## config.mk

```make
export PLATFORM = sky130hd
export DESIGN_NAME = oets_cell
export DESIGN_NICKNAME = d
export VERILOG_FILES = /design/src/oets_pkg.sv /design/src/oets_cell.sv
export SDC_FILE = /design/constraint.sdc
export NUM_CORES = 1
export LEC_CHECK = 0
export BUFFER_PORTS_ARGS = -buffer_cell sky130_fd_sc_hd__buf_2
export CORE_ASPECT_RATIO = 0.5
export CORE_MARGIN = 2
export CORE_UTILIZATION = 46
export DETAILED_ROUTE_END_ITERATION = 10
export PLACE_DENSITY = 0.74
export SKIP_LAST_GASP = 1
export SLEW_MARGIN = 5
export SYNTH_ARGS = -nofsm -noshare
export SYNTH_HDL_FRONTEND = slang
export SYNTH_SLANG_ARGS = --single-unit
```

## constraint.sdc

```tcl
create_clock -name aclk -period 4.43 [get_ports aclk]
set_clock_uncertainty 0.15 [all_clocks]
set_input_delay 0.2215 -clock aclk [delete_from_list [all_inputs] [get_ports aclk]]
set_output_delay 0.2215 -clock aclk [all_outputs]
set_load 0.01 [all_outputs]
```

## src/oets_pkg.sv

```systemverilog
// Package for the odd-even transposition sorter.
// Holds sizes, word types, cell operation codes and controller states.
// No dependencies.
package oets_pkg;

    localparam int MAX_ITEMS  = 64;
    localparam int DATA_WIDTH = 32;
    localparam int CNT_W      = $clog2(MAX_ITEMS + 1);

    typedef logic signed [DATA_WIDTH-1:0] elem_t;
    typedef logic [CNT_W-1:0]             cnt_t;

    typedef struct packed {
        logic signed [31:0] value;
        logic               last;
    } in_word_t;

    typedef struct packed {
        logic signed [31:0] sorted_value;
        logic               last_out;
        logic               overflowed;
    } out_word_t;

    typedef enum logic [1:0] {
        OP_HOLD,
        OP_LOAD,
        OP_SORT,
        OP_EMIT
    } cell_op_t;

    typedef struct packed {
        cell_op_t op;
        logic     parity;
    } cell_ctrl_t;

    typedef enum logic [1:0] {
        ST_LOAD,
        ST_SORT,
        ST_EMIT
    } state_t;

endpackage

```

## src/oets_cell.sv

```systemverilog
// One cell of the sorting chain: holds one element and its valid bit.
// Loads from the left, emits from the right, compare-exchanges with a neighbor.
// Depends on oets_pkg.
module oets_cell
    import oets_pkg::*;
(
    input  logic       aclk,
    input  logic       aresetn,
    input  cell_ctrl_t ctrl,
    input  logic       is_odd,
    input  elem_t      left_value,
    input  logic       left_valid,
    input  elem_t      right_value,
    input  logic       right_valid,
    output elem_t      value,
    output logic       valid
);

    elem_t value_reg, value_next;
    logic  valid_reg, valid_next;
    logic  is_left;
    logic  swap_with_right;
    logic  swap_with_left;

    assign is_left         = (is_odd == ctrl.parity);
    assign swap_with_right = valid_reg && right_valid && (value_reg > right_value);
    assign swap_with_left  = valid_reg && left_valid && (left_value > value_reg);

    always_comb begin
        value_next = value_reg;
        valid_next = valid_reg;
        case (ctrl.op)
            OP_LOAD: begin
                value_next = left_value;
                valid_next = left_valid;
            end
            OP_SORT: begin
                if (is_left && swap_with_right) begin
                    value_next = right_value;
                end else if (!is_left && swap_with_left) begin
                    value_next = left_value;
                end
            end
            OP_EMIT: begin
                value_next = right_value;
                valid_next = right_valid;
            end
            default: begin
                value_next = value_reg;
                valid_next = valid_reg;
            end
        endcase
    end

    always_ff @(posedge aclk) begin
        if (!aresetn) begin
            valid_reg <= 1'b0;
        end else begin
            valid_reg <= valid_next;
        end
    end

    always_ff @(posedge aclk) begin
        value_reg <= value_next;
    end

    assign value = value_reg;
    assign valid = valid_reg;

endmodule

```

Word level (Yosys, flattened, before mapping)
Index checks and enable logic that the tools add are counted.
Widths: inputs -> output; s select.
- register bits after elaboration: 33
- bits in latches: 0
- RAM bits: 0
- memory bits (read-only): 0
- bits of input ports: 72
- output and inout bits: 33
- logic and storage cells: 23
- memories kept: 0
- add/subtract/negate cells: 0
- multiply operators: 0
- divide/modulo/power cells: 0
- magnitude comparators: 2
- equal/unequal tests: 5
- shift operators: 0
- mux-type cells: 4
- bitwise operators: 0
- reduce and logical (&&, ||, !) cells: 10
- operators with widths (cell ; count):
    $pmux 32 s3 ; 1
    $gt 32x32->1 ; 2
    $mux 32 ; 2
    $logic_and 1x1->1 ; 6
    $eq 2x2->1 const B ; 2
    $ne 3x3->1 const B ; 1
    $reduce_bool 3->1 ; 1
    $eq 2x1->1 const B ; 1
    $pmux 1 s2 ; 1
    $reduce_and 2->1 ; 1
    $reduce_bool 2->1 ; 1
    $eq 1x1->1 ; 1
    $logic_not 1->1 ; 1

Logic depth before layout (Yosys ltp)
- depth in word-level cells: 6
- gate-level depth with buffers: 10
- mapped depth without buffers: 9

Least setup slack after synthesis
OpenSTA, ideal clock, no wires.
- kind: reg-to-reg
- start: register value_reg[14], in the netlist value[14]
- end: register value_reg[0], in the netlist value[0], enable pin
- setup time: 0.396 ns
- arrival time: 2.764 ns
- required time: 3.884 ns
- setup slack: 1.120 ns
- stages on the path, launching flop included: 10
- buffers on the path: 0
- clock period less this slack: 3.310 ns
- cells stage by stage: edfxtp_1 -> inv_1 -> ha_1 -> nand4_1 -> or4_1 -> a21oi_1 -> o31ai_1 -> nand2_1 -> xnor2_1 -> a311o_1
- longest elaborated chain between the ends: 5
- elaborated cells between the ends (all ways): 8
- classes of those cells: order compare (2); eq/ne (1); reduce/logical (5)
- RTL lines (item ; RTL line ; RTL):
    from (decl) ; oets_cell.sv:19 ; elem_t value_reg, value_next;
    from (signal assigned) ; oets_cell.sv:64 ; value_reg <= value_next;
    $gt 32x32->1 (on tied branches) ; oets_cell.sv:26, oets_cell.sv:27 ;
    $logic_and 1x1->1 (on tied branches) ; oets_cell.sv:26, oets_cell.sv:27 ;
    $logic_and 1x1->1 (on tied branches) ; oets_cell.sv:38, oets_cell.sv:40 ;
    $ne 3x3->1 (no line) * ; n/a ;
    $reduce_and 2->1 (no line) * ; n/a ;
Mark *: on every way between the ends. The rest lies on a longest branch, timed or not.
A chain may end at the register's enable or synchronous reset.

Worst setup path after layout
- start: register value_reg[11], in the netlist value[11]
- end: register value_reg[11], in the netlist value[11], data pin
- longest elaborated chain between the ends: 5
- RTL lines (item ; RTL line ; RTL):
    $gt 32x32->1 ; oets_cell.sv:26 ; assign swap_with_right = valid_reg && right_valid && (value_reg > right_value);
    $logic_and 1x1->1 ; oets_cell.sv:26 ;
    $logic_and 1x1->1 ; oets_cell.sv:38 ; if (is_left && swap_with_right) begin
    $mux 32 ; oets_cell.sv:38 ;
    $pmux 32 s3 ; oets_cell.sv:32 ; case (ctrl.op)
    via value_next[11] ; oets_cell.sv:19 ;
The timed path passes the listed nets, and every way through them passes these cells.

==> flow_metrics.py <==
metrics = {
    "clock_network": {
        "clockRootBuffer": "clkbuf_16",
        "clk_latency_ps": 280,
        "post-cts-setup-buffers": 0,
        "cts_resized": 0,
        "htree_levels": 2,
        "cts_max_path_buffers": 2,
        "cts_sinks": 33,
        "tritoncts": "done",
        "path_clk_slew_ps": 50,
        "numCtsBuffers": 5,
        "holdBufCountCts": 0,
    },
    "synth": {
        "ys_ff_latch": 33,
        "synth_ff_type": "edfxtp_1",
        "syn_area_um2": 3192,
        "yosys.cell_types.count": 33,
        "synth-async-reset-ratio_pct": 0,
        "synth_edf_count": 32,
        "synth_nets": 447,
        "ys_seq_area_share_pct": 30.73,
        "synth_warnings": 0,
        "syn-instance-count": 311,
        "syn_area_per_cell_um2": 10.26,
    },
    "setup_path": {
        "cp-end-kind": "flop",
        "cpLargestDelayFamily": "compound AO/OA/AOI/OAI gates",
        "path_class": "flop to flop",
        "critical_path.max_stage_delay_ps": 540,
        "path_max_fanout": 14,
        "worst-path-buf-inv": 1,
        "start_kind": "flop",
        "crit_path_top_delay_cell": "o21ai_4",
        "crit_chain": "ha_1 -> nand4_1 -> or4_4 -> o221ai_1 -> a211oi_2 -> o21ai_4 -> buf_4 -> mux2_4",
        "arrival_ps": 3330,
        "worst_ep_required_time_ps": 4300,
    },
    "power": {
        "p_total_mw": 1.044,
        "static-leakage-power_nw": 2.112,
        "ir_drop_mv": 0.1512,
        "cellPowerDensity_nw_per_um2": 264.6,
    },
    "global_routing": {
        "first_global_vias": 2629,
        "grt_overflow": 0,
        "grt_usage_pct": 19.01,
        "grt_start_max_net_pins": 33,
        "grt_pass1_wl_um": 11630,
        "antenna_found_initial": 0,
    },
    "layout": {
        "final_util_pct": 58.90,
        "final_common_cell": "buf_2",
        "final_nets": 557,
        "drive_above_1_share_pct": 35.07,
        "mostFrequentLayoutCells": "buf_2, inv_1, ha_1, edfxtp_1, mux2_4",
        "diodes": 0,
        "filler_cell_count": 617,
        "synthToLayoutAreaGrowth_pct": 23.64,
        "instances_no_fill": 514,
        "largest_reg_flops": 32,
    },
    "die": {
        "die_h_um": 62.90,
        "start_util_pct": 47.64,
        "die_w_um": 121.8,
        "die_area_um2": 7661,
        "io_pins": 105,
        "core_area_um2": 6700,
        "rows": 21,
    },
    "drt": {
        "wl_per_cell_um": 13.91,
        "via_per_inst": 5.076,
        "drt_wl_total_um": 7151,
        "ant_nets": 0,
        "drtPass1Iterations": 4,
        "drc": 0,
        "dr.first_iter.drc_count": 113,
        "via_count": 2609,
    },
    "hold_path": {
        "hp-class": "primary input to flop",
    },
    "sta": {
        "grt_setup_unrepaired": "false",
        "drv_slew": 0,
        "fmax_mhz": 289.1,
        "setup_viol": 0,
        "min_period_over_period_pct": 78.09,
        "slew_headroom_pct": 44.50,
        "hold_violations": 0,
        "layout_min_cycle_time_ps": 3459,
        "fin_setup_tns_ps": 0,
        "worst_pin_slew_ps": 832.6,
        "layout_setup_ws_ps": 970.7,
    },
    "place": {
        "pre_cts_ws_ps": 1003,
        "dp_cells": 506,
        "port_buffers": 104,
        "dpl.hpwl_um": 5834,
        "gp_congestion": 0.8252,
    },
    "status": {
        "status": "complete, no violations",
    },
    "flow_run": {
        "cap_violations": 0,
    },
}
-- metal layers --
layer  up-vias  track usage (%)  routed length (µm)
li1       1340                -                   -
met1      1208            24.99                3336
met2        54            32.40                3398
met3         7            3.741                 354
met4         0            4.167                  62
met5         -                0                   0
-- synth_stat cells (all sizes together) (3+ instances only) --
cell / number / share of area, %
nand4: 15 / 2.9
inv: 68 / 8.0
edfxtp: 32 / 30
a21o: 3 / 0.71
o21ai: 7 / 1.5
ha: 64 / 25
nand2: 20 / 2.4
buf: 3 / 1.1
a211oi: 3 / 1.0
mux2: 32 / 15
a21oi: 27 / 4.2
nand3: 7 / 1.1
nor2: 7 / 0.82
-- where the power goes --
group	switching (mW)	internal (mW)	leakage (nW)
logic	0.157	0.152	1.72
registers	0.0211	0.376	0.322
clock network	0.129	0.209	0.0652
total	0.308	0.736	2.11
-- worst register-to-register path, cell delays in order, from the launching register on --
cell	delay, ps
edfxtp_1	430
ha_1	330
nand4_1	140
or4_4	510
o221ai_1	290
a211oi_2	150
o21ai_4	540
buf_4	350
mux2_4	330
-- cells by family (layout without fill, tap and decap cells) --
family / after synthesis / count (layout) / share of synthesized area [%]
mux: 33 / 33 / 15.13
compound gates: 52 / 52 / 10.74
simple gates: 56 / 56 / 8.703
buf+inv: 71 / 182 / 9.055
xor+xnor: 2 / 2 / 0.5489
fa+ha+maj: 64 / 64 / 25.09
flops: 33 / 33 / 30.73
-- cell type report --
cell class / count / area (µm²) / share of cell area (%)
Tap cell: 92 / 115.1 / 2.917
Clock buffer: 8 / 136.4 / 3.456
Sequential cell: 33 / 980.9 / 24.86
Multi-Input combinational cell: 207 / 1923 / 48.73
Inverter: 68 / 255.2 / 6.468
Timing Repair Buffer: 106 / 535.5 / 13.57
-- final timing paths --
check	startpoint	to	slack, ps	cells after the start
min reg2reg	valid	valid	400	1
max	value[11]	value[11]	970	8
min	aresetn	valid	30	2
max reg2reg	value[11]	value[11]	970	8
-- metrics by stage --
step | hold slack (ps) | area (µm²)
finish | 31.78 | 3946
global placement | 311.6 | 3810
floorplan | 209.3 | 3192
global route | 40.34 | 3946
detailed placement | 315.6 | 3810
CTS | 32.55 | 3946
(Power assumes the default switching activity.)
