===== src/oets_pkg.sv =====
// Package for the odd-even transposition sorter.
// Holds sizes, word types, cell operation codes and controller states.
// No dependencies.
package oets_pkg;

    localparam int MAX_ITEMS  = 64;
    localparam int DATA_WIDTH = 32;
    localparam int CNT_W      = $clog2(MAX_ITEMS + 1);

    typedef logic signed [DATA_WIDTH-1:0] elem_t;
    typedef logic [CNT_W-1:0]             cnt_t;

    typedef struct packed {
        logic signed [31:0] value;
        logic               last;
    } in_word_t;

    typedef struct packed {
        logic signed [31:0] sorted_value;
        logic               last_out;
        logic               overflowed;
    } out_word_t;

    typedef enum logic [1:0] {
        OP_HOLD,
        OP_LOAD,
        OP_SORT,
        OP_EMIT
    } cell_op_t;

    typedef struct packed {
        cell_op_t op;
        logic     parity;
    } cell_ctrl_t;

    typedef enum logic [1:0] {
        ST_LOAD,
        ST_SORT,
        ST_EMIT
    } state_t;

endpackage


===== src/oets_ctrl.sv =====
// Sequencer for the sorting chain: load, sort phases, emit.
// Tracks element count, phase number and the overflow mark.
// Depends on oets_pkg.
module oets_ctrl
    import oets_pkg::*;
(
    input  logic       aclk,
    input  logic       aresetn,
    input  logic       s_valid,
    input  logic       s_last,
    output logic       s_ready,
    input  logic       m_ready,
    output logic       m_valid,
    output logic       m_last_out,
    output logic       m_overflowed,
    output cell_ctrl_t cell_ctrl
);

    state_t state_reg, state_next;
    cnt_t   count_reg, count_next;
    cnt_t   phase_reg, phase_next;
    logic   ovf_reg, ovf_next;
    logic   has_room;
    logic   sort_done;

    assign has_room  = (count_reg < CNT_W'(MAX_ITEMS));
    assign sort_done = (phase_reg == count_reg - cnt_t'(1));

    always_comb begin
        state_next = state_reg;
        case (state_reg)
            ST_LOAD: begin
                if (s_valid && s_last) begin
                    state_next = ST_SORT;
                end
            end
            ST_SORT: begin
                if (sort_done) begin
                    state_next = ST_EMIT;
                end
            end
            ST_EMIT: begin
                if (m_ready && (count_reg == cnt_t'(1))) begin
                    state_next = ST_LOAD;
                end
            end
            default: state_next = ST_LOAD;
        endcase
    end

    always_comb begin
        s_ready          = 1'b0;
        m_valid          = 1'b0;
        cell_ctrl.op     = OP_HOLD;
        cell_ctrl.parity = phase_reg[0];
        case (state_reg)
            ST_LOAD: begin
                s_ready = 1'b1;
                if (s_valid && has_room) begin
                    cell_ctrl.op = OP_LOAD;
                end
            end
            ST_SORT: begin
                cell_ctrl.op = OP_SORT;
            end
            ST_EMIT: begin
                m_valid = 1'b1;
                if (m_ready) begin
                    cell_ctrl.op = OP_EMIT;
                end
            end
            default: begin
                s_ready = 1'b0;
            end
        endcase
    end

    always_comb begin
        count_next = count_reg;
        phase_next = phase_reg;
        ovf_next   = ovf_reg;
        case (state_reg)
            ST_LOAD: begin
                if (s_valid) begin
                    if (has_room) begin
                        count_next = count_reg + cnt_t'(1);
                    end else begin
                        ovf_next = 1'b1;
                    end
                    phase_next = '0;
                end
            end
            ST_SORT: begin
                phase_next = phase_reg + cnt_t'(1);
            end
            ST_EMIT: begin
                if (m_ready) begin
                    count_next = count_reg - cnt_t'(1);
                    if (count_reg == cnt_t'(1)) begin
                        ovf_next = 1'b0;
                    end
                end
            end
            default: begin
                count_next = count_reg;
            end
        endcase
    end

    always_ff @(posedge aclk) begin
        if (!aresetn) begin
            state_reg <= ST_LOAD;
            count_reg <= '0;
            phase_reg <= '0;
            ovf_reg   <= 1'b0;
        end else begin
            state_reg <= state_next;
            count_reg <= count_next;
            phase_reg <= phase_next;
            ovf_reg   <= ovf_next;
        end
    end

    assign m_last_out   = (count_reg == cnt_t'(1));
    assign m_overflowed = ovf_reg;

endmodule


===== config.mk =====
export PLATFORM = sky130hd
export DESIGN_NAME = oets_ctrl
export DESIGN_NICKNAME = d
export VERILOG_FILES = /design/src/oets_pkg.sv /design/src/oets_ctrl.sv
export SDC_FILE = /design/constraint.sdc
export NUM_CORES = 1
export LEC_CHECK = 0
export BUFFER_PORTS_ARGS = -buffer_cell sky130_fd_sc_hd__buf_2
export CAP_MARGIN = 20
export CORE_MARGIN = 2
export CORE_UTILIZATION = 25
export CTS_BUF_LIST = sky130_fd_sc_hd__clkbuf_4
export DETAILED_ROUTE_END_ITERATION = 8
export GPL_ROUTABILITY_DRIVEN = 0
export GPL_TIMING_DRIVEN = 0
export PLACE_DENSITY = 0.52
export SYNTH_ARGS = -nofsm -noshare
export SYNTH_HDL_FRONTEND = slang
export SYNTH_SLANG_ARGS = --single-unit
export TNS_END_PERCENT = 1

===== constraint.sdc =====
create_clock -name aclk -period 1.9 [get_ports aclk]
set_input_delay 0.38 -clock aclk [delete_from_list [all_inputs] [get_ports aclk]]
set_output_delay 0.38 -clock aclk [all_outputs]
set_load 0.05 [all_outputs]

# Yosys cells after proc, flatten, opt, wreduce, memory -nomap -nowiden
# Index checks and enable logic that the tools add are counted.
# totals
register_bits,17
output_inout_bits,7
word_cells,50
# classes
add_sub_neg,3
order_cmp,1
n_eq_ne,12
muxes,20
n_reduce_logical,10
# op_table
op,n
7-bit 2-to-1 mux,4
7-bit one-hot mux with 2 select lines,2
"2-bit inequality test, second input constant",8
"7-bit by 1-bit adder with 7-bit output, second input constant",2
2-bit one-hot mux with 3 select lines,2
2-bit 2-to-1 mux,4
"7-bit by 1-bit == test with 1-bit output, second input constant",1
7-bit == test,1
"7-bit less-than comparator, second input constant",1
1-bit 2-to-1 mux,7
"7-bit by 1-bit subtractor with 7-bit output, second input constant",1
5-bit AND reduction,1
4-bit AND reduction,1
2-bit nonzero test,2
1-bit logical AND,3
3-bit AND reduction,1
"2-bit by 1-bit == test with 1-bit output, second input constant",1
"2-bit == test, second input constant",1
2-bit zero test,1
1-bit one-hot mux with 2 select lines,1
2-bit AND reduction,1

# Logic depth before layout (Yosys ltp)
# Gate-level depths: netlist of the first run.
# logic_depth
ltp_word,4
mapped_depth,7
ltp_nobuf,7

# Least setup slack after synthesis of the first run
# No wires, ideal clock.
# synth_path
path_type,register to register
start,register count_reg[2]
end,register state_reg[1]
setup_ns,0.118
arrival_ns,3.059
required_ns,1.782
path_slack_ns,-1.277
path_stages_with_launch,7
period_less_slack_ns,3.177
cell_sequence,dfxtp_1 > buf_6 > or3_4 > nor4b_1 > a21oi_1 > a31oi_1 > nor2b_1
# synth_via
elab_chain_cells,4
elab_cells_between_ends,7
# synth_lines
element,line_no,text
"start, declared",oets_ctrl.sv:20,"cnt_t count_reg, count_next;"
"start signal, assigned",oets_ctrl.sv:118,count_reg <= count_next;
7-bit by 1-bit == test with 1-bit output,-,
net m_last_out,oets_ctrl.sv:14,"output logic m_last_out,"
1-bit logical AND,oets_ctrl.sv:43,if (m_ready && (count_reg == cnt_t'(1))) begin
2-bit inequality test (no line),-,
3-bit AND reduction (no line),-,
"end signal, assigned",oets_ctrl.sv:117,state_reg <= state_next;
"end, declared",oets_ctrl.sv:19,"state_t state_reg, state_next;"
# The timed path passes the listed nets, and every way through them passes these cells.
# A chain may end at the register's enable or synchronous reset.

# Final worst setup path of the first run
# layout_path
start,register count_reg[2]
end,register state_reg[0]
# layout_via
elab_chain_cells,4
elab_cells_between_ends,7
# layout_lines
element,line_no
7-bit by 1-bit subtractor with 7-bit output or 7-bit by 1-bit == test with 1-bit output (tied branches),"oets_ctrl.sv:27, oets_ctrl.sv:43"
7-bit == test or 1-bit logical AND (tied branches),"oets_ctrl.sv:27, oets_ctrl.sv:43"
2-bit inequality test (no line),-
3-bit AND reduction (no line) (*),-
# Mark *: on every way between the ends. The rest lies on a longest branch, timed or not.

==> results of run 1 <==
==> cells in the final DEF, fill, tap and decap left out, types with 5 or more instances in the layout <==
master / count
sky130_fd_sc_hd__and2_1: 8
sky130_fd_sc_hd__buf_2: 8
sky130_fd_sc_hd__buf_4: 8
sky130_fd_sc_hd__dfxtp_1: 11
sky130_fd_sc_hd__nand2_1: 18
sky130_fd_sc_hd__nand3_1: 6
sky130_fd_sc_hd__nor2_1: 7
sky130_fd_sc_hd__nor2b_1: 5
sky130_fd_sc_hd__o21ai_0: 5
sky130_fd_sc_hd__xnor2_1: 13
==> critical path: stages, from the launching register on <==
cell and delay (ps):
sky130_fd_sc_hd__dfxtp_4 360, sky130_fd_sc_hd__or3_4 420, sky130_fd_sc_hd__or4_4 440, sky130_fd_sc_hd__a2111oi_4 340
sky130_fd_sc_hd__nand3_1 120, sky130_fd_sc_hd__and3_1 180
==> power groups by stage <==
stage / logic (mW) / clock network, mW / registers (mW)
floorplan: 0.159 / 0 / 0.388
global placement: 0.196 / 0 / 0.392
detailed placement: 0.198 / 0 / 0.393
CTS: 0.219 / 0.222 / 0.385
global route: 0.239 / 0.231 / 0.387
finish: 0.221 / 0.209 / 0.385
==> worst paths after layout <==
| kind | start | to | slack, ps | depth (start not counted) |
|---|---|---|---|---|
| max | count_reg[2] | state_reg[0] | -50 | 5 |
| min | aresetn | phase_reg[4] | 390 | 3 |
| max reg2reg | count_reg[2] | state_reg[0] | -50 | 5 |
| min reg2reg | phase_reg[1] | phase_reg[1] | 550 | 2 |
==> per-layer routing <==
metal | vias to the layer above | track usage, % | wire, um
met3 | 4 | 1.71 | 99
li1 | 503 | - | -
met5 | - | 0 | 0
met4 | 0 | 5.45 | 51
met1 | 473 | 15.3 | 1250
met2 | 18 | 18.9 | 1310
==> kinds of logic (layout without fill, tap and decap cells) <==
| family | after synthesis | count (layout) | share of synthesized area, % |
|---|---|---|---|
| DFF | 17 | 17 | 30.2 |
| adders and majority gates | 4 | 4 | 4.44 |
| and+or+nand+nor | 65 | 65 | 31.3 |
| buffers and inverters | 9 | 27 | 5.22 |
| AOI/OAI and AO/OA | 22 | 22 | 13.8 |
| muxes | 2 | 2 | 1.89 |
| xor gates and xnor gates | 17 | 17 | 13.2 |
==> area by class of cell <==
cell class | count | area, um^2
multi-input cells | 110 | 777
plain buffers | 4 | 22.5
repair buffers | 16 | 108
inverters | 3 | 11.3
well taps | 52 | 65.1
flip-flops and latches | 17 | 355
fillers | 474 | 2990
clock buffers | 4 | 30.0
==> metrics by stage <==
step | total power [mW] | utilization [%] | std cells | setup TNS (ps)
final | 0.815 | 31.4 | 206 | -77.0
after global routing | 0.858 | 31.4 | 206 | -298
after CTS | 0.826 | 31.3 | 206 | -150
after detailed placement | 0.591 | 29.5 | 199 | -588
after global placement | 0.588 | 29.5 | 199 | -401
after floorplan | 0.547 | - | 136 | -239
==> repair_timing <==
| item | in CTS | in global routing |
|---|---|---|
| hold buffers | 0 | 0 |
| resized for setup | 18 | 3 |
| pin swaps | 3 | 1 |
| setup buffers | 5 | 0 |
| hold endpoints to repair | 0 | 0 |
| endpoints found under the setup margin | 7 | 7 |
==> results list, run 1 <==
* Number of synthesized flops with an enable pin: 0
- Class of the worst hold path: input pin to flip-flop
* Floorplan die height: 71.2 um
- Dpl hpwl: 2020 um
- Failing checks: setup timing
- For this run, the detailed router's first-pass iteration total came to 4.
* Placed Instance Area: 1280 um^2
* # setup viols final: 3
- At the pin with the least slew margin, the transition time is 436 ps.
- Setup repair after global routing could not meet its margin everywhere.
- For the final database, setup skew stands at 0.841 ps.
- Antenna violations before repair: 0
* Endpoints failing hold: 0
- Yosys synthesis warning count: 0
* Synth Register Bits: 17
- Pre-CTS WS: -209 ps
- Initial detailed-routing violation count: 64
* Leakage Power: 0.556 nW
* Internal: 0.554 mW
* CTS Sinks: 17
- For this run, design rule violations remaining after detail routing come to 0.
- Via count of the first global-routing pass: 1005
* Post-route setup slack: -46.3 ps
- TritonCTS built the clock tree.
- Switching power of the nets: 0.261 mW
- DIE AREA: 5060 um^2
* Cell types with the highest counts after synthesis: 18 x sky130_fd_sc_hd__nand2_1, 17 x sky130_fd_sc_hd__dfxtp_1, 13 x sky130_fd_sc_hd__xnor2_1
- Clock buffer depth: 2
- Measured against its own limit, the worst slew margin works out to 70.8%.
- Leading cell type by number of instances after synthesis: sky130_fd_sc_hd__nand2_1
- Total number of H-tree levels: 1
- For this configuration, the core starts out at a cell density of 25.9%.
- TritonCTS Buffers: 3
- Detail-routed net length per standard cell: 13.2 um
* Overall routing resource usage: 11.7%
* CP max FO: 4
* Part of the cycle the worst path needs: 102%
- Combinational share of power: 27.1%
- Worst Setup End Kind: flip-flop
- The final-report max-slew violation count was 0.
- Flip-flop cell with the highest count after synthesis: sky130_fd_sc_hd__dfxtp_1
* Layout cell share with drive strength beyond 1: 27.3%
- Dominant cell type by area after synthesis: sky130_fd_sc_hd__dfxtp_1
* Buffer cell driving the clock tree root: sky130_fd_sc_hd__clkbuf_4
* Source-to-sink clock delay at the later pin of the worst-skew pair: 280 ps
- Dividing the detail-routed via count by the number of cells gives 4.84.
* Area share of the leading cell type in the synthesized netlist: 30.2%
- Total Wirelength: 2720 um
- Number of antenna-violating nets in the routed design: 0
- The first global-routing pass estimated 4740 um of wire.
* Horizontal die dimension: 71.2 um
* Power Density: 595 nW/um^2
- IR analysis of the VDD net gives a maximum drop of 0.217 mV.
- Hold is met by 391 ps.
- Layout Area Growth over Synthesis: 21.4%
- Total global routing overflow: 0
* Placeable core region: 4350 um^2
- Synthesized area divided by synthesized cell count: 8.29 um^2
- Portion of total power attributed to the clock network: 25.7%
- Final #Nets: 164
- CP Data Arrival Time: 2140 ps
- STA classifies the critical path startpoint as a flip-flop.
* I/O Pins: 12
- Share of total power in sequential cells: 47.2%
- STA puts the critical path data required time at 2090 ps.
- Number of standard-cell rows in the floorplan: 24
* Layout Cell Area excl Fill: 1370 um^2
* Clock Pin Slew Worst Setup and Hold Paths: 100 ps
- Post-layout min period: 1950 ps
- Entering global routing, the biggest net connects 11 pins.
- Fraction of registers with async set or reset after synthesis: 0%
- Fmax achieved: 0.514 GHz
- For this run, the register share of the synthesized area comes to 30.2%.
- The run finished, with violations left.
* Post-synth net total: 145
- Count of inserted antenna diode cells: 0
* Synth unique cells: 41
- Syn Inst Count: 136
* Cells taking the most area after synthesis: sky130_fd_sc_hd__dfxtp_1 30%, sky130_fd_sc_hd__xnor2_1 10%, sky130_fd_sc_hd__nand2_1 6.0%
- Max-cap violation count: 0
- The setup path with the least slack is of type flip-flop to flip-flop.
* Via total after detailed routing: 998
- The synthesized netlist occupies a cell area of 1130 um^2.
* Sw Share: 32.0%
* IO Port Bufs: 11
(Power assumes the default switching activity.)
==> inputs of run 2 (changes only) <==
- ABC_AREA: not set -> 1
==> results list, run 2 <==
- The flow ran to the end, and the final reports show no timing, DRC or antenna violations.
- Syn Inst Count: 185 (+36%)
- Number of standard-cell rows in the floorplan: 25 (+4.2%)
* Most common library cell in the layout ignoring fill and taps: sky130_fd_sc_hd__nand2_1
- Reg-to-reg critical path startpoint: count_reg[0]
- The final-report max-slew violation count came to 0 (unchanged).
* Peak supply drop: 0.182 mV (-16%)
- The number of iterations in the first detailed-routing pass came to 4 (unchanged).
* Overall routing resource usage: 11.8% (+0.073 points)
* Cell with the most instances on the worst path: sky130_fd_sc_hd__inv_1
* Layout Utilization: 29.9% (-1.6 points)
* CP max FO: 4 (unchanged)
- Part of the cycle the worst path needs: 94.3% (-8.1 points)
- Cells taking the most area after synthesis: sky130_fd_sc_hd__dfxtp_1 28%, sky130_fd_sc_hd__nand2_1 14%, sky130_fd_sc_hd__inv_1 7.4%
- Synth unique cells: 32 (-22%)
* Most frequent cells in the layout: 47 x sky130_fd_sc_hd__nand2_1, 24 x sky130_fd_sc_hd__inv_1, 17 x sky130_fd_sc_hd__nor2_1
- Critical path, cell by cell: inv_1 -> ha_1 -> nand4_1 -> inv_1 -> clkbuf_4
* Worst reg2reg path depth: 12 (+7)
* CP delay by family, top: buffers and inverters
* Yosys synthesis warning count: 0 (unchanged)
* Area share of the leading cell type in the synthesized netlist: 27.9% (-2.3 points)
- The final wirelength is 2810 um (+3.6%).
* Synth Register Bits: 17 (unchanged)
* Number of synthesized flops with an enable pin: 0 (unchanged)
- Layout Area Growth over Synthesis: 15.7%
- IO Port Bufs: 11 (unchanged)
- Clock buffer depth: 2 (unchanged)
* Wire length of the first global-routing pass: 4890 um (+3.1%)
- The number of global-route vias before repair came to 1040 (+3.5%).
- The number of buffers inserted by post-CTS setup repair is 0 (-5).
- The worst setup slack for register-to-register paths is 260 ps (+310 ps).
- Dominant cell type by area after synthesis: sky130_fd_sc_hd__dfxtp_1
- The endpoint identified for the worst register-to-register timing path is state_reg[1].
* Worst Hold Path EP: count_reg[0]
* Final #Nets: 210 (+28%)
- Relative max-transition margin: 78.4% (+7.6 points)
- The post-CTS clock slew at the launch and capture registers of the worst setup and hold paths is 110 ps (about the same).
- Class of the worst hold path: input pin to flip-flop
- The largest net degree at the start of global routing came to 11 (unchanged).
- Post-layout min period: 1790 ps (-154 ps)
- The number of sinks on the clock net came to 17 (unchanged).
- Worst-Margin Slew: 322 ps (-115 ps)
* CTS Hold Bufs: 0 (unchanged)
* Leakage Power: 0.603 nW (+8.4%)
- Ranked by instance count, the synthesized netlist is headed by 47 x sky130_fd_sc_hd__nand2_1, 24 x sky130_fd_sc_hd__inv_1, 17 x sky130_fd_sc_hd__dfxtp_1, 17 x sky130_fd_sc_hd__nor2_1, 15 x sky130_fd_sc_hd__nand3_1.
- Cell at the slowest stage of the critical path: sky130_fd_sc_hd__dfxtp_2
- The antenna diode instance count is 0 (unchanged).
* Detail-routed net length per standard cell: 10.5 um (-20%)
- Buffer cell driving the clock tree root: sky130_fd_sc_hd__clkbuf_4
* Synthesized area divided by synthesized cell count: 6.59 um^2 (-21%)
- The placeable core area was 4720 um^2 (+8.5%).
- The critical path in this run is classified as flip-flop to primary output.
* Number of antenna-violating nets in the routed design: 0 (unchanged)
- CTS tree: built
* Worst Setup End Kind: primary output
- Setup repair after global routing left no endpoint under its margin.
- Seq/Total Area, Yosys: 27.9% (-2.3 points)
- Highest cell delay on the worst timing path: 360 ps (-80 ps)
- The clock latency on the worst-skew pair is 300 ps (+20 ps).
* Fmax achieved: 0.558 GHz (+8.6%)
- The fraction of layout instances using a drive strength above 1 is 20.0% (-7.3 points).
- sky130_fd_sc_hd__nand2_1 is the most common cell in the netlist.
- Post-Route Setup TNS: 0 ps (+77.0 ps)
* Initial cell density of the core: 25.8% (-0.089 points)
- # setup viols final: 0 (-3)
* Total number of H-tree levels: 1 (unchanged)
- Flip-flop cell with the highest count after synthesis: sky130_fd_sc_hd__dfxtp_1
* Number of fill cells: 530 (+12%)
* Worst min-delay path startpoint: aresetn
- The DRC violation total after the first TritonRoute iteration is 79 (+23%).
- The final number of hold-violating endpoints was 0 (unchanged).
* Fraction of registers with async set or reset after synthesis: 0% (unchanged)
- Worst clock skew on the final layout: 2.72 ps (+1.88 ps)
* Horizontal die dimension: 73.8 um (+3.8%)
* Dpl hpwl: 2210 um (+9.6%)
* Crit start category: flip-flop
* Crit path required time: 1520 ps (-570 ps)
- The combined buffer and inverter count along the critical path is 3 (+3).
- The post-detailed-route via-to-cell ratio was 4.40 (-9.2%).
- The initial antenna violation count is 0 (unchanged).
- Power Density: 672 nW/um^2 (+13%)
- Post-synth net total: 194 (+34%)
- The overall die area is 5450 um^2 (+7.6%).
- The vias after detailed routing is 1175 (+18%).
- TritonCTS Buffers: 3 (unchanged)
- The max capacitance violation total came to 0 (unchanged).
- CP Data Arrival Time: 1410 ps (-730 ps)
* Floorplan die height: 73.8 um (+3.8%)
- The residual DRC count is 0 (unchanged).
- The top-level port count came to 12 (unchanged).
- Total global routing overflow: 0 (unchanged)
* Hold Path Depth: 3 (unchanged)
- The summed instance area of the synthesized netlist is 1220 um^2 (+8.1%).
[run 2: worst max-delay path by stage]
stage	start	to	slack, ps	cells past startpoint
finish	count_reg[1]	m_last_out	110	5
floorplan	state_reg[1]	count_reg[6]	180	6
global route	state_reg[1]	cell_ctrl[1]	7	4
detailed placement	count_reg[0]	state_reg[1]	120	12
global placement	count_reg[0]	state_reg[0]	130	12
CTS	state_reg[1]	cell_ctrl[1]	20	5
[run 2: worst register-to-register path: stages (launching register included)]
cell                      delay [ps]
sky130_fd_sc_hd__dfxtp_2         370
sky130_fd_sc_hd__inv_2           150
sky130_fd_sc_hd__ha_4            200
sky130_fd_sc_hd__inv_1            40
sky130_fd_sc_hd__nand2_1          70
sky130_fd_sc_hd__nand2_1          90
sky130_fd_sc_hd__nand2_1          70
sky130_fd_sc_hd__nand2_1          40
sky130_fd_sc_hd__nor2_1           90
sky130_fd_sc_hd__nand3_1          80
sky130_fd_sc_hd__nor2_1          150
sky130_fd_sc_hd__nand4_1         100
sky130_fd_sc_hd__a21oi_1         130
[run 2: kinds of logic after synthesis]
group | count (synthesis) | synth area share [%]
simple gates | 95 | 36.4
fa+ha+maj | 4 | 4.11
xor+xnor | 4 | 2.87
compound gates | 31 | 16.7
buf+inv | 34 | 11.9
flops | 17 | 27.9
[run 2: timing repair]
item / in CTS / in global routing
endpoints found under the setup margin: 1 / 6
hold endpoints to repair: 0 / 0
gates resized for setup: 2 / 6
[run 2: power breakdown]
part,total (mW),switching [mW],internal [mW]
sequential,0.397,0.0218,0.375
combinational,0.343,0.226,0.118
clock,0.208,0.129,0.0784
[run 2: area by class of cell]
cell class	instances	area, um^2	area share [%]
Buffer	3	26.3	1.86
Multi-Input combinational cell	134	746	52.9
Sequential cell	17	344	24.4
Clock buffer	3	22.5	1.60
Inverter	31	119	8.43
Timing Repair Buffer	11	63.8	4.53
Clock inverter	1	5.00	0.355
Tap cell	67	83.8	5.94
[run 2: metrics by stage]
stage	setup WS (ps)	std cells	hold WS [ps]	power, mW	area [um^2]
CTS	23.5	267	398	0.953	1390
floorplan	176	185	454	0.669	1220
global placement	127	263	468	0.738	1360
finish	108	267	394	0.948	1410
global route	7.50	267	387	1.03	1410
detailed placement	119	263	473	0.737	1360
[run 2: per-layer routing]
metal / global-route usage [%] / up-vias / wire length [um]
li1: - / 639 / -
met1: 16.2 / 514 / 1420
met2: 17.7 / 14 / 1250
met3: 2.88 / 8 / 83
met4: 4.44 / 0 / 59
met5: 0 / - / 0
